`src/rtl/mtrg_rem.sv`:
```
// Bit-serial restoring remainder unit, one quotient bit per cycle.
module mtrg_rem (
	input  logic        clk,
	input  logic        arst_n,
	input  logic        start,
	input  logic [31:0] dividend,
	input  logic [31:0] divisor,
	output logic        done,
	output logic [31:0] rem
);
	logic [31:0] a_q;
	logic [31:0] d_q;
	logic [31:0] r_q;
	logic [5:0]  cnt_q;
	logic        busy_q;
	logic        done_q;
	logic [32:0] trial;

	assign trial = {r_q, a_q[31]};

	always_ff @(posedge clk or negedge arst_n) begin
		if (!arst_n) begin
			busy_q <= 1'b0;
			done_q <= 1'b0;
			cnt_q  <= '0;
		end else begin
			done_q <= 1'b0;
			if (start) begin
				busy_q <= 1'b1;
				cnt_q  <= '0;
				a_q    <= dividend;
				d_q    <= divisor;
				r_q    <= '0;
			end else if (busy_q) begin
				a_q <= {a_q[30:0], 1'b0};
				if (trial >= {1'b0, d_q}) begin
					r_q <= 32'(trial - {1'b0, d_q});
				end else begin
					r_q <= trial[31:0];
				end
				cnt_q <= cnt_q + 6'd1;
				if (cnt_q == 6'd31) begin
					busy_q <= 1'b0;
					done_q <= 1'b1;
				end
			end
		end
	end

	assign done = done_q;
	assign rem  = r_q;
endmodule

```
`config.mk`:
```
export PLATFORM = sky130hd
export DESIGN_NAME = mtrg_rem
export DESIGN_NICKNAME = d
export VERILOG_FILES = /design/src/rtl/mtrg_rem.sv
export SDC_FILE = /design/constraint.sdc
export NUM_CORES = 1
export LEC_CHECK = 0
export ABC_AREA = 1
export BUFFER_PORTS_ARGS = -buffer_cell sky130_fd_sc_hd__buf_4
export CORE_MARGIN = 2
export CORE_UTILIZATION = 49
export DETAILED_ROUTE_END_ITERATION = 7
export PLACE_DENSITY = 0.7
export SLEW_MARGIN = 15
export SYNTH_ARGS = -nofsm -noshare
export SYNTH_HDL_FRONTEND = slang
export SYNTH_SLANG_ARGS = --single-unit
```
`constraint.sdc`:
```
create_clock -name clk -period 5.5 [get_ports clk]
set_input_delay 0.275 -clock clk [delete_from_list [all_inputs] [get_ports clk]]
set_output_delay 0.275 -clock clk [all_outputs]
set_load 0.03 [all_outputs]
```
# Word-level counts from Yosys, hierarchy flattened
# Index checks and enable logic that the tools add are counted.
op_classes:
  mux: 12
  add_sub_neg: 2
  n_eq_ne: 1
  n_bitwise: 0
  shifts: 0
  mul: 0
  div_mod_pow: 0
  order_cmp: 1
  reduce_logical: 3
ops:
  columns: ["operator", "n"]
  rows:
  - ["32-bit two-way mux", 4]
  - ["33-bit by 32-bit >= comparator with 1-bit output", 1]
  - ["32-bit subtractor", 1]
  - ["6-bit two-way mux", 2]
  - ["6-bit by 1-bit adder with 6-bit output (second input constant)", 1]
  - ["6-bit by 5-bit == test with 1-bit output (second input constant)", 1]
  - ["1-bit two-way mux", 6]
  - ["2-bit AND reduction", 2]
  - ["2-bit nonzero test", 1]
word_totals:
  mem_count: 0
  out_inout_bits: 33
  elab_cells: 25
  mem_bits_ro: 0
  regBits: 104
  latch_bits: 0
  inputBits: 67
  ramBits: 0

# Longest topological paths before layout
# Gate-level depths: netlist of run 1.
depth:
  word_depth: 4
  ltp_mapped: 17
  ltp_nobuf: 16

# Least setup slack after synthesis of run 1
# Ideal clock, no wire load.
synth_path:
  kind: "input-to-reg"
  startpoint: "in start"
  endpoint: "reg a_q[0] (enable)"
  setup_time_ns: 0.421
  arrival_ns: 2.270
  stages: 4
  path_buffers: 2
  setup_slack_ns: 2.809
  required_ns: 5.079
  cell_sequence: "clkbuf_1 -> nor2_1 -> clkbuf_1 -> nor2_1"
synth_via:
  elab_chain_cells: 2
synth_lines:
  columns: ["item", "line_no", "text"]
  rows:
  - ["start: declaration", "5", "input logic start,"]
  - ["2-bit nonzero test (no source line)", null, null]
  - ["2-bit AND reduction (no source line)", null, null]
  - ["end signal: assignment", "31", "a_q <= dividend;"]
  - ["end signal: assignment", "35", "a_q <= {a_q[30:0], 1'b0};"]
  - ["end: declaration", "11", "logic [31:0] a_q;"]
# No other way between the ends.
# A chain may end at the register's enable or synchronous reset.

# Final worst setup path of run 1
layout_path:
  startpoint: "reg r_q[27], in the netlist rem[27]"
  endpoint: "reg r_q[2], in the netlist rem[2], data pin"
layout_via:
  elab_chain_cells: 3
layout_lines:
  columns: ["item", "line_no", "text"]
  rows:
  - ["start: declaration", "13", "logic [31:0] r_q;"]
  - ["start signal: assignment", "37", "r_q <= 32'(trial - {1'b0, d_q});"]
  - ["start signal: assignment", "39", "r_q <= trial[31:0];"]
  - ["33-bit by 32-bit >= comparator with 1-bit output", "36", "if (trial >= {1'b0, d_q}) begin"]
  - ["32-bit two-way mux", "36", null]
  - ["32-bit two-way mux", "34", "end else if (busy_q) begin"]
# No other way between the ends.

==> results.md, run 1 <==
- When the netlist entered floorplanning its net count stood at 1096.
- Counting stages on the worst path, the most repeated cell is sky130_fd_sc_hd__nand2_1.
- The final count of negative-setup-slack endpoints is 0.
- Summing the areas of all compound-gate instances in the mapped netlist gives 3.29% of the synthesized area.
- The routed layout has 6410 vias.
- Of the total synthesized cell area, the portion taken by full adders, half adders and majority gates is 5.97%.
- The sequential cells in the finished layout cover a total of 3080 sq um.
- The remaining design rule violation count is 0.
- The overall routed net length is 17900 microns.
- The accumulated negative setup slack is 0 ns.
- The remaining global-route overflow is 0.
- The worst-case vdd ir drop is 0.223 mV.
- For this design the static power due to leakage is 4.45 nW.
- For this run, the post-layout net count is 1189.
- Measured against its own limit, the worst slew margin works out to 35.2%.
- Summing the areas of all xor and xnor instances in the mapped netlist gives 1.69% of the synthesized area.
- The final worst-path cycle share is 58.8%.
- The via density per instance is 5.02.
- The worst-case hold path end point is d_q[5].
- The endpoint identified for the worst register-to-register timing path is rem[2].
- The count of cells along the worst hold path is 1.
- The final cell utilization of the core is 58.4%.
- The H-tree was split into 3 levels.
- The endpoint kind of the worst setup timing path is a register.
- The horizontal extent of the die is 126 microns.
- The summed instance area of the synthesized netlist is 7250 sq um.
- The signal on the critical path passes through ha_1 > nand2_1 > inv_2 > nand2_1 > nand2_1 > a21oi_1 > nand2_2 > nor2_4 > nand2_4 > nand2_1 > nand3_1 > o21ai_1.
- Measured against the total synthesized area, the mux share comes to 0%.
- The startpoint class of the critical path is a register.
- Gates resized during post-CTS repair numbered 0.
- After filler insertion, the fill cell instance count of the layout stands at 1436.
- The count of synthesis-stage warnings from yosys is 0.
- Together, buffers and inverters on the worst path number 1.
- The start point of the worst min-delay path is divisor[5].
- STA puts the critical path data arrival time at 3.45 ns.
- The wire length of the first global-routing pass is 30100 microns.
- Averaged over all synthesized cells, the footprint is 7.29 sq um.
- The number of top-level design ports is 100.
- The initial cell density of the core is 50.1%.
- The number of buffers created by CTS is 9.
- The total area inside the core boundary comes to 14500 sq um.
- The achievable frequency is 309 MHz.
- The combined area of the multi-input logic cells is 3350 sq um.
- The count of nets left with antenna violations once routing finished came out at 0.
- The biggest cell delay along the critical path is 0.73 ns.
- The longest clock path from root to sink contains 2 buffers.
- Among cell families on the critical path, the largest total delay comes from simple AND/OR/NAND/NOR gates.
- On the final layout, the worst clock skew is 0.0110 ns.
- The power per standard cell area is 310 nW/um^2.
- Global routing used 23.5% of the available tracks across all layers.
- Counting flops and latches in the post-synthesis netlist gives 104.
- The clock root buffer master is sky130_fd_sc_hd__clkbuf_16.
- TritonCTS built the clock tree.
- The clock reaches the later pin of the worst-skew pair after 0.37 ns.
- The min-delay analysis places its worst path in the category in2reg.
- The worst path needs 3.23 ns of the cycle, external delays included.
- In this run the critical register-to-register path is launched from rem[27].
- The fraction of the yosys area taken by sequential cells is 42.5%.
- The maximum fanout encountered on the critical timing path is 34.
- The worst register-to-register path has a depth of 12.
- Setup repair after global routing left no endpoint under its margin.
- By area, the combinational part of the netlist is dominated by simple AND/OR/NAND/NOR gates.
- The synthesized netlist contains 33 unique library cells.
- Across the run, the number of max-cap violations was 0.
- The count of final hold-check violations came to 0.
- Clock-pin slew was measured on the worst setup and hold paths at 0.08 ns.
- The die extent in y is 126 microns.
- The final count of pins violating max slew is 0.
- At the worst endpoint, the required time is 5.72 ns.
- The die covers 15800 sq um.
- Row generation in the floorplan step produced 44 rows.
- The number of antenna violations at the first check in global routing is 0.
- The flow ran to the end, and the final reports show no timing, DRC or antenna violations.
- The number of global-route vias before repair is 6279.
- The share of layout cells above drive strength 1 is 14.9%.
- The number of sinks on the clock net is 104.
- The half-perimeter wire length after placement is 13500 microns.
- The synthesized netlist cell count is 995.
- The area growth from synthesis to layout is 16.6%.
- The number of I/O port buffers is 99.
- The routed length per instance is 14.1 microns.
- The slowest cell on the critical path is sky130_fd_sc_hd__nor2_4.
- The number of iterations in the first detailed-routing pass is 5.
- The first routing iteration left 505 violations.
- The measured slew at the worst slew-check pin is 0.970 ns.
- The worst setup path is of the reg2reg kind.
- Entering global routing, the biggest net connects 43 pins.
- The number of antenna diodes in the final layout is 0.
- Of the total synthesized cell area, the portion taken by AND, OR, NAND and NOR gates is 35.2%.
- At the end of routability-driven placement, the weighted congestion stood at 0.962.
- The register-to-register setup slack is 2.27 ns.
how the worst max path moves through the flow:
| stage | startpoint | end | cells past startpoint |
|---|---|---|---|
| 2_1_floorplan | start | a_q[0] | 4 |
| 3_3_place_gp | rem[27] | rem[14] | 12 |
| 3_5_place_dp | rem[27] | rem[2] | 12 |
| 4_1_cts | rem[27] | rem[2] | 12 |
| 5_1_grt | rem[26] | rem[6] | 12 |
| 6_report | rem[27] | rem[2] | 12 |
power breakdown:
part           internal [mW]  total (mW)  switching, mW
Sequential             0.957        1.01         0.0482
Clock                  0.332       0.685          0.353
Combinational          0.338       0.930          0.591
Total                   1.63        2.62          0.993
timing repair:
action | CTS | global route
endpoints found under the hold margin | 8 | 0
hold buffers | 1 | 0
buffers inserted | 0 | 0
flip-flops by register name, indices dropped and copies added, names as in the netlist:
name,count
rem,32
a_q,32
d_q,32
busy_q,1
cnt_q,6
done,1
layout by cell type (no fill, tap or decap), types with 5 or more instances in the layout:
| master | netlist | routed |
|---|---|---|
| sky130_fd_sc_hd__nand4_1 | 10 | 10 |
| sky130_fd_sc_hd__ha_1 | 33 | 33 |
| sky130_fd_sc_hd__o21ai_0 | 5 | 5 |
| sky130_fd_sc_hd__clkbuf_16 | 0 | 9 |
| sky130_fd_sc_hd__dfrtp_1 | 8 | 8 |
| sky130_fd_sc_hd__nand3b_1 | 13 | 13 |
| sky130_fd_sc_hd__clkinv_1 | 6 | 6 |
| sky130_fd_sc_hd__nor2_1 | 49 | 47 |
| sky130_fd_sc_hd__buf_4 | 1 | 103 |
| sky130_fd_sc_hd__edfxtp_1 | 96 | 96 |
| sky130_fd_sc_hd__inv_1 | 170 | 170 |
| sky130_fd_sc_hd__xnor2_1 | 14 | 14 |
| sky130_fd_sc_hd__inv_2 | 8 | 8 |
| sky130_fd_sc_hd__nand2_1 | 410 | 410 |
| sky130_fd_sc_hd__o21ai_1 | 12 | 12 |
| sky130_fd_sc_hd__nor2_2 | 5 | 7 |
| sky130_fd_sc_hd__nand3_2 | 12 | 12 |
| sky130_fd_sc_hd__a21oi_1 | 21 | 21 |
| sky130_fd_sc_hd__nand2_2 | 9 | 9 |
| sky130_fd_sc_hd__nand3_1 | 73 | 73 |
kinds of logic after synthesis:
| family | after synthesis |
|---|---|
| xor gates and xnor gates | 14 |
| adders and majority gates | 34 |
| AOI/OAI and AO/OA | 44 |
| buffers and inverters | 206 |
| and+or+nand+nor | 593 |
| DFF | 104 |
per-stage QoR:
stage                     power [mW]  hold slack, ns  worst slack (ns)  cells  area (sq um)
final                           2.62          0.0778              2.27   1277          8460
after global routing            2.79          0.0673              2.03   1277          8460
after CTS                       2.63          0.0677              2.26   1277          8460
after detailed placement        1.95           0.319              2.27   1260          8130
after global placement          1.94           0.311              2.35   1260          8130
after floorplan                 1.70         -0.0206              2.81    995          7250
synthesized netlist by cell type, drive strengths merged:
library cell    n  area [sq um]
or2             1          6.26
buf            11          92.6
dfrtp           8           200
nand3          85           485
and2            2          12.5
nand2         421          1620
xnor2          14           123
nand3b         13          97.6
a22o            1          8.76
inv           178           668
edfxtp         96          2880
o21a            2          15.0
clkinv          6          22.5
ha             33           413
o21bai          1          7.51
fa              1          20.0
clkbuf         11          41.3
nor2           57           249
nand4          10          62.6
a21oi          23           123
o21ai          17          85.1
nor3            4          20.0
per-layer routing:
| layer | track usage (%) | part of all wire [%] | wire length (microns) |
|---|---|---|---|
| met5 | 0 | 0 | 0 |
| met3 | 4.72 | 5.4 | 974 |
| met2 | 40.0 | 47 | 8420 |
| met4 | 6.73 | 1.7 | 310 |
| met1 | 30.7 | 46 | 8230 |
area by class of cell:
type                       instances  share of cell area [%]
clock buffer                       9                    2.66
clock inverter                     7                    1.12
inverter                         184                    8.17
multi-input combinational        685                    39.6
sequential                       104                    36.4
tap                              184                    2.72
timing repair buffer             104                    9.26
(Power assumes the default switching activity.)
==> run 2: changes to the inputs <==
Settings changed: ABC_AREA 1 to 0, PLACE_DENSITY 0.7 to 0.71.
Clock period 5.5 ns to 3.3 ns, I/O delays scaled along.
==> run 2 against run 1 <==
Clock-buffer cell count did not move. Sequential power increased by 69%. Critical path type unchanged. Die area fell by 12%. Synthesized area shrank 12%. Clock skew barely moved. Highest routed layer unchanged. Final cell count fell by 31%. Synthesized cell count decreased by 42%.
==> results.md, run 2 <==
- The completed layout was analyzed and its total power is 4.33 mW.
- 100 I/O pins were placed.
- The via density per instance is 5.75.
- After synthesis, the share of flip-flops with an asynchronous set or reset is 7.69%.
- Setup repair after global routing left no endpoint under its margin.
- 0 antenna diodes ended up in the layout.
- The share of layout cells above drive strength 1 is 25.7%.
- The total overflow left after global routing is 0.
- In this run, synthesis produced a sequential element count of 104.
- The flow ran to the end, and the final reports show no timing, DRC or antenna violations.
- The worst setup slack after placement is -0.0337 ns.
- The per-instance average area after synthesis is 11.1 sq um.
- Across the VDD grid, the largest voltage drop is 0.347 mV.
- Across all register-to-register paths, the minimum setup slack is 0.20 ns.
- Compared with the post-synthesis result, the final layout area differs by 24.8%.
- The overall routed net length is 15500 microns.
- The number of sinks on the clock net is 104.
- Static timing analysis puts the maximum clock frequency at 323 MHz.
- The count of final hold-check violations is 0.
- Ranked by total cell area, the synthesized netlist is headed by sky130_fd_sc_hd__edfxtp_1, sky130_fd_sc_hd__ha_1, sky130_fd_sc_hd__mux2_2, sky130_fd_sc_hd__dfrtp_1, sky130_fd_sc_hd__a21oi_1.
- The number of I/O port buffers is 99.
- The die extent in y is 118 microns.
- At the end of routability-driven placement, the weighted congestion stood at 0.915.
- The worst setup path is launched from a register.
- Across all hold checks on the routed design, the worst slack comes to 0.0555 ns.
- The initial cell density of the core is 50.2%.
- The final layout contains 803 nets.
- The clock latency on the worst-skew pair is 0.36 ns.
- The count of nets left with antenna violations once routing finished came out at 0.
- Summing all multi-input logic gate instances after layout gives 3040 sq um.
- For this run, the leading register cell type out of synthesis is sky130_fd_sc_hd__edfxtp_1.
- The count of fill cells added during filler insertion is 1066.
- Leaving out fill and tap cells, the most frequent cells in the layout are sky130_fd_sc_hd__buf_4, sky130_fd_sc_hd__edfxtp_1, sky130_fd_sc_hd__nor2_1.
- Clock skew on the completed layout was measured at 0.0113 ns.
- In this run, the clock network consumes 24.4% of the power.
- The number of nets in the synthesized netlist is 676.
- CTS built an H-tree with a depth of 3.
- The storage element area is 3080 sq um.
- The most common library cell in the layout ignoring fill and taps is sky130_fd_sc_hd__buf_4.
- The worst slew margin relative to its limit is 42.9%.
- Per report_power, the combinational group accounts for 36.2% of the total.
- The number of iterations in the first detailed-routing pass is 5.
- After layout, the worst path uses 93.9% of the clock period.
- The number of distinct library cells after synthesis is 72.
- The worst setup path is captured at a register.
- The switching power as a share of total power is 35.0%.
- In this run the core area contains 41 standard-cell rows.
- The commonest cells after synthesis are sky130_fd_sc_hd__edfxtp_1, sky130_fd_sc_hd__nor2_1, sky130_fd_sc_hd__inv_1.
- The leakage power of the design is 3.28 nW.
- Along the worst path, the maximum fanout reaches 3.
- The TritonCTS clock tree is done.
- Subtracting the final worst setup slack from the clock period gives 3.10 ns.
- The first global-routing pass estimated 24900 microns of wire.
- The total core area is 12700 sq um.
- The total track usage is 22.5%.
- The required time reported for the critical path endpoint is 3.40 ns.
- After the first detailed-routing iteration, the DRC count stood at 337.
- In this run the power density over the cells is 545 nW/um^2.
- The most repeated cell in the gate-level netlist after synthesis is sky130_fd_sc_hd__edfxtp_1.
- The clock root buffer master is sky130_fd_sc_hd__clkbuf_16.
- The proportion of power drawn by flip-flops and latches is 39.4%.
- The largest net degree at the start of global routing is 35.
- The detailed-route via count is 5050.
- The final count of negative-setup-slack endpoints is 0.
- The full die area is 13900 sq um.
- The largest buffer count on any clock path is 2.
- The internal power component is 2.82 mW.
- The half-perimeter wire length after placement is 10900 microns.
- The final count of pins violating max slew was 0.
- The remaining design rule violation count is 0.
- The post-CTS clock slew at the launch and capture registers of the worst setup and hold paths is 0.08 ns.
- At the worst endpoint, the arrival time is 3.20 ns.
- The synthesized design contains 96 enable-type register cells.
- The number of antenna violations at the first check in global routing is 0.
- In this run the horizontal extent of the chip is 118 microns.
- The number of buffers created by CTS is 9.
- The worst setup path is of the reg2reg kind.
- During synthesis, Yosys emitted a total of 0 warnings.
- For this run, the number of standard cells in the final layout without fillers is 879.
- The least setup slack across all paths after layout is 0.201 ns.
- After synthesis, flip-flops and latches occupy 48.5% of the total area.
- The number of max-cap violations is 0.
- The post-placement cell count is 831.
- In the final routed layout, each cell accounts on average for 17.6 microns.
- sky130_fd_sc_hd__edfxtp_1 takes more of the synthesized area than any other cell.
- For this design the total switching power over the nets is 1.51 mW.
- Once the clock tree was built, the setup fixing pass inserted 0 buffers.
- The synthesized netlist cell count is 575.
- For the pin with the worst max-slew slack, the measured transition is 0.857 ns.
- The summed instance area of the synthesized netlist is 6360 sq um.
- The worst hold path belongs to the class in2async.
- The number of global-route vias before repair is 5113.
- Summed over its instances, the top area cell type makes up 45.3% of the synthesized netlist area.
run 2: cell families after synthesis:
group,count (synthesis),share of synthesized area (%)
AOI/OAI and AO/OA,162,18.1
xor gates and xnor gates,29,3.99
and+or+nand+nor,135,10.7
adders and majority gates,34,6.80
muxes,45,7.69
buffers and inverters,66,4.29
DFF,104,48.5
run 2: worst paths after layout:
| path | start | to | cells after the start |
|---|---|---|---|
| max | a_q[31] | rem[22] | 12 |
| min | arst_n | cnt_q[4] | 2 |
| max reg2reg | a_q[31] | rem[22] | 12 |
| min reg2reg | cnt_q[5] | busy_q | 2 |
| max in group asynchronous | arst_n | cnt_q[3] | 2 |
| min in group clk | dividend[0] | a_q[0] | 2 |
run 2: power by group through the flow:
stage / Clock, mW / Combinational (mW) / Sequential [mW]
floorplan: 0 / 0.967 / 1.83
global placement: 0 / 1.48 / 1.73
detailed placement: 0 / 1.51 / 1.73
CTS: 1.09 / 1.54 / 1.70
global route: 1.12 / 1.71 / 1.72
finish: 1.06 / 1.57 / 1.71
run 2: through the flow:
stage | setup TNS, ns | instance area (sq um) | util (%)
2_1_floorplan | 0 | 6360 | -
3_3_place_gp | -0.0588 | 7310 | 57.7
3_5_place_dp | -0.0337 | 7310 | 57.7
4_1_cts | 0 | 7910 | 62.5
5_1_grt | 0 | 7940 | 62.7
6_report | 0 | 7940 | 62.7
run 2: cell type report:
cell class,count,share of cell area (%)
flip-flops and latches,104,38.8
multi-input cells,405,38.3
repair buffers,145,14.9
clock buffers,9,2.84
well taps,172,2.71
inverters,37,1.75
clock inverters,7,0.756
run 2: worst max-delay path: stages, from the launching register on:
cell,delay [ns]
sky130_fd_sc_hd__edfxtp_1,0.38
sky130_fd_sc_hd__inv_1,0.07
sky130_fd_sc_hd__ha_1,0.16
sky130_fd_sc_hd__inv_1,0.06
sky130_fd_sc_hd__fa_1,0.44
sky130_fd_sc_hd__a211oi_2,0.29
sky130_fd_sc_hd__o21ba_2,0.20
sky130_fd_sc_hd__o221ai_2,0.12
sky130_fd_sc_hd__a211o_1,0.39
sky130_fd_sc_hd__a21o_2,0.28
sky130_fd_sc_hd__a31oi_2,0.24
sky130_fd_sc_hd__xnor2_1,0.16
sky130_fd_sc_hd__o31ai_2,0.07
run 2: routing by layer:
layer  routed length [microns]  vias up  track usage [%]
met3                       891       34             6.25
met5                         0        -                0
li1                          -     2424                -
met2                      7470      159             37.5
met1                      6640     2433             27.7
met4                       471        0             8.89
run 2: what timing repair did:
action / 4_1_cts / 5_1_grt
hold buffers: 32 / 0
endpoints found under the setup margin: 1 / 4
hold endpoints to repair: 32 / 0
resized for setup: 1 / 4
cloned: 0 / 0
==> run 3: changes to the inputs <==
Settings changed: BUFFER_PORTS_ARGS -buffer_cell sky130_fd_sc_hd__buf_4 to not set, DONT_BUFFER_PORTS set to 1, PLACE_DENSITY 0.71 to not set.
==> run 3 against run 2 <==
Via count shrank 4.7%. Sequential power shrank 2%. Final cell count fell by 7.5%. First-iteration DRC count grew 0.30%. Routed wire length about the same. Core utilization decreased by 3.6 points. Non-clock buffer count down 66. Cell area shrank 5.8%. Sequential share of layout area increased by 2.4 points. Flip-flop and latch count is the same. Register-to-register slack better by 0.02 ns. Clock-buffer cell count did not move. Critical endpoint is now rem[30].
==> results.md, run 3 (synthesis gave the netlist of run 2 again) <==
- The run finished with clean final reports.
- In this run, CTS created clock tree buffers numbering 9.
- The number of antenna violations at the first check in global routing is 0.
- Fill cells in the final layout number 1098.
- The die extent in y is 118 microns.
- The count of final hold-check violations came to 0.
- The arrival time at the worst endpoint is 3.29 ns.
- The final layout contains routed wiring with a total length of 15500 microns.
- The number of global-route vias before repair came to 4687.
- In the global route stage, overall resource usage came out at 22.3%.
- The overall power after layout is 4.34 mW.
- The least setup slack across all paths after layout is 0.225 ns.
- The maximum level of the CTS H-tree is 3.
- In this run the worst setup path terminates at rem[30].
- The leakage power of the design is 2.98 nW.
- The initial cell density of the core is 50.2%.
- The smallest hold slack is 0.0168 ns.
- In the final layout, the share of cells above drive strength 1 is 17.8%.
- Measured in cells, the most critical reg-to-reg path has a length of 12.
- Net switching is 34.5% of the power.
- The proportion of power drawn by combinational gates is 35.4%.
- Setup violations remaining at the end of the flow were counted as 0.
- The post-CTS clock slew at the launch and capture registers of the worst setup and hold paths is 0.08 ns.
- The clock passes through at most 2 buffers.
- The later pin in the worst-skew pair is clocked with a latency of 0.37 ns.
- Once layout is done, the placed cells without fillers occupy 7480 sq um.
- Of all nets on the critical path, the largest fanout is 3.
- Timing would allow up to 325 MHz.
- The number of routed nets with antenna violations is 0.
- Tracing the worst setup path back leads to its startpoint at a_q[31].
- The via density per instance is 5.92.
- The worst setup slack after placement is 0.183 ns.
- The number of antenna diodes in the final layout is 0.
- The endpoint kind of the worst setup timing path is a register.
- The first global-routing pass estimated 24400 microns of wire.
- The number of top-level design ports is 100.
- Relative to the synthesized area, the layout overhead comes to 17.6%.
- The final count of pins violating max slew is 0.
- After detailed routing, the average wire length per cell comes to 19.0 microns.
- The top cell types in the final layout, fill and taps aside, are sky130_fd_sc_hd__edfxtp_1, sky130_fd_sc_hd__nor2_1, sky130_fd_sc_hd__buf_4.
- The worst-case IR drop observed on VDD is 0.477 mV.
- The congestion estimate from routability-driven global placement came to 0.886.
- The proportion of power drawn by flip-flops and latches is 38.4%.
- In this run, placement finished with an instance count of 760.
- The number of standard-cell rows in the floorplan is 41.
- TritonCTS built the clock tree.
- The total overflow left after global routing is 0.
- The remaining design rule violation count is 0.
- The full die area is 13900 sq um.
- For the worst setup path, the data required time is 3.52 ns.
- The clock drives 104 sinks.
- The power per standard cell area is 580 nW/um^2.
- Between clock sinks in the finished design, the worst skew comes to 0.0120 ns.
- The clock network fraction of design power is 26.2%.
- Cells fill 59.1% of the core in the end.
- At the pin with the least slew margin, the transition time is 0.813 ns.
- In this run the cell area measured after placement is 6760 sq um.
- The worst path needs 3.08 ns of the cycle, external delays included.
- The startpoint class of the critical path is a register.
- In this run the critical register-to-register path is captured at rem[30].
- The type of the worst min-delay path is in2reg.
- At the end of the flow, the number of nets in the layout was 737.
- In this run the most critical hold path is launched from dividend[27].
- Entering global routing, the biggest net connects 41 pins.
- The internal power of the cells totals 2.84 mW.
- The library cell used most frequently in the layout, excluding fill and tap cells, is sky130_fd_sc_hd__edfxtp_1.
- The startpoint identified for the worst register-to-register timing path is a_q[31].
- The post-CTS setup-driven buffer insertion count is 0.
- The detailed router's first-iteration violation count is 338.
- The detailed-route via count is 4811.
- In this run the power spent charging and discharging nets is 1.50 mW.
- The number of iterations in the first detailed-routing pass is 5.
- Adding up every negative setup slack in the final design gives 0 ns.
- The worst slew margin relative to its limit is 45.8%.
- The half-perimeter wire length after placement is 10500 microns.
- The register-to-register setup slack is 0.22 ns.
- The tool flagged a number of max-cap violations equal to 0.
- The root buffer cell chosen for the clock tree is sky130_fd_sc_hd__clkbuf_16.
- The final worst-path cycle share is 93.2%.
- The horizontal extent of the die is 118 microns.
- The total area inside the core boundary comes to 12700 sq um.
- The non-filler instance count after layout is 813.
- The number of I/O port buffers is 0.
- The critical path in this run is classified as reg2reg.
-- run 3: critical path: stages (launching register included) --
cell and delay [ns]:
sky130_fd_sc_hd__edfxtp_1 0.40, sky130_fd_sc_hd__inv_1 0.07, sky130_fd_sc_hd__ha_1 0.16, sky130_fd_sc_hd__inv_1 0.06, sky130_fd_sc_hd__fa_1 0.43, sky130_fd_sc_hd__a211oi_2 0.25, sky130_fd_sc_hd__o21ba_2 0.20, sky130_fd_sc_hd__o221ai_2 0.11
sky130_fd_sc_hd__a211o_1 0.37, sky130_fd_sc_hd__a21o_2 0.26, sky130_fd_sc_hd__a31oi_1 0.25, sky130_fd_sc_hd__o2111ai_1 0.20, sky130_fd_sc_hd__a21oi_1 0.18
-- run 3: repair_timing --
action / 4_1_cts / 5_1_grt
hold buffers: 37 / 0
resized for setup: 0 / 4
endpoints found under the hold margin: 100 / 0
endpoints found under the setup margin: 0 / 6
-- run 3: power groups by stage --
stage	Sequential, mW	Combinational [mW]	Clock, mW
finish	1.67	1.54	1.14
floorplan	1.83	0.967	0
global route	1.68	1.67	1.21
CTS	1.67	1.52	1.17
detailed placement	1.70	1.45	0
global placement	1.69	1.44	0
-- run 3: layer usage --
layer  wire [microns]  GRT usage, %
met1             7220          30.5
met4              274          5.87
met3              872          6.49
met2             7120          34.7
met5                0             0
-- run 3: layout make-up --
cell class | instances | area, sq um | share of cell area (%)
clock inverter | 7 | 82.6 | 1.10
timing repair buffer | 79 | 713 | 9.53
inverter | 37 | 139 | 1.86
multi-input combinational | 405 | 3020 | 40.4
clock buffer | 9 | 225 | 3.01
tap | 172 | 215 | 2.88
sequential | 104 | 3080 | 41.2
-- run 3: worst min-delay path by stage --
stage          slack (ns)  cells past startpoint       to
2_1_floorplan       -0.13                      0   busy_q
3_3_place_gp        -0.13                      0     done
3_5_place_dp        -0.13                      0     done
4_1_cts             0.005                      1  a_q[24]
5_1_grt            0.0006                      1  a_q[23]
6_report             0.02                      1  a_q[27]
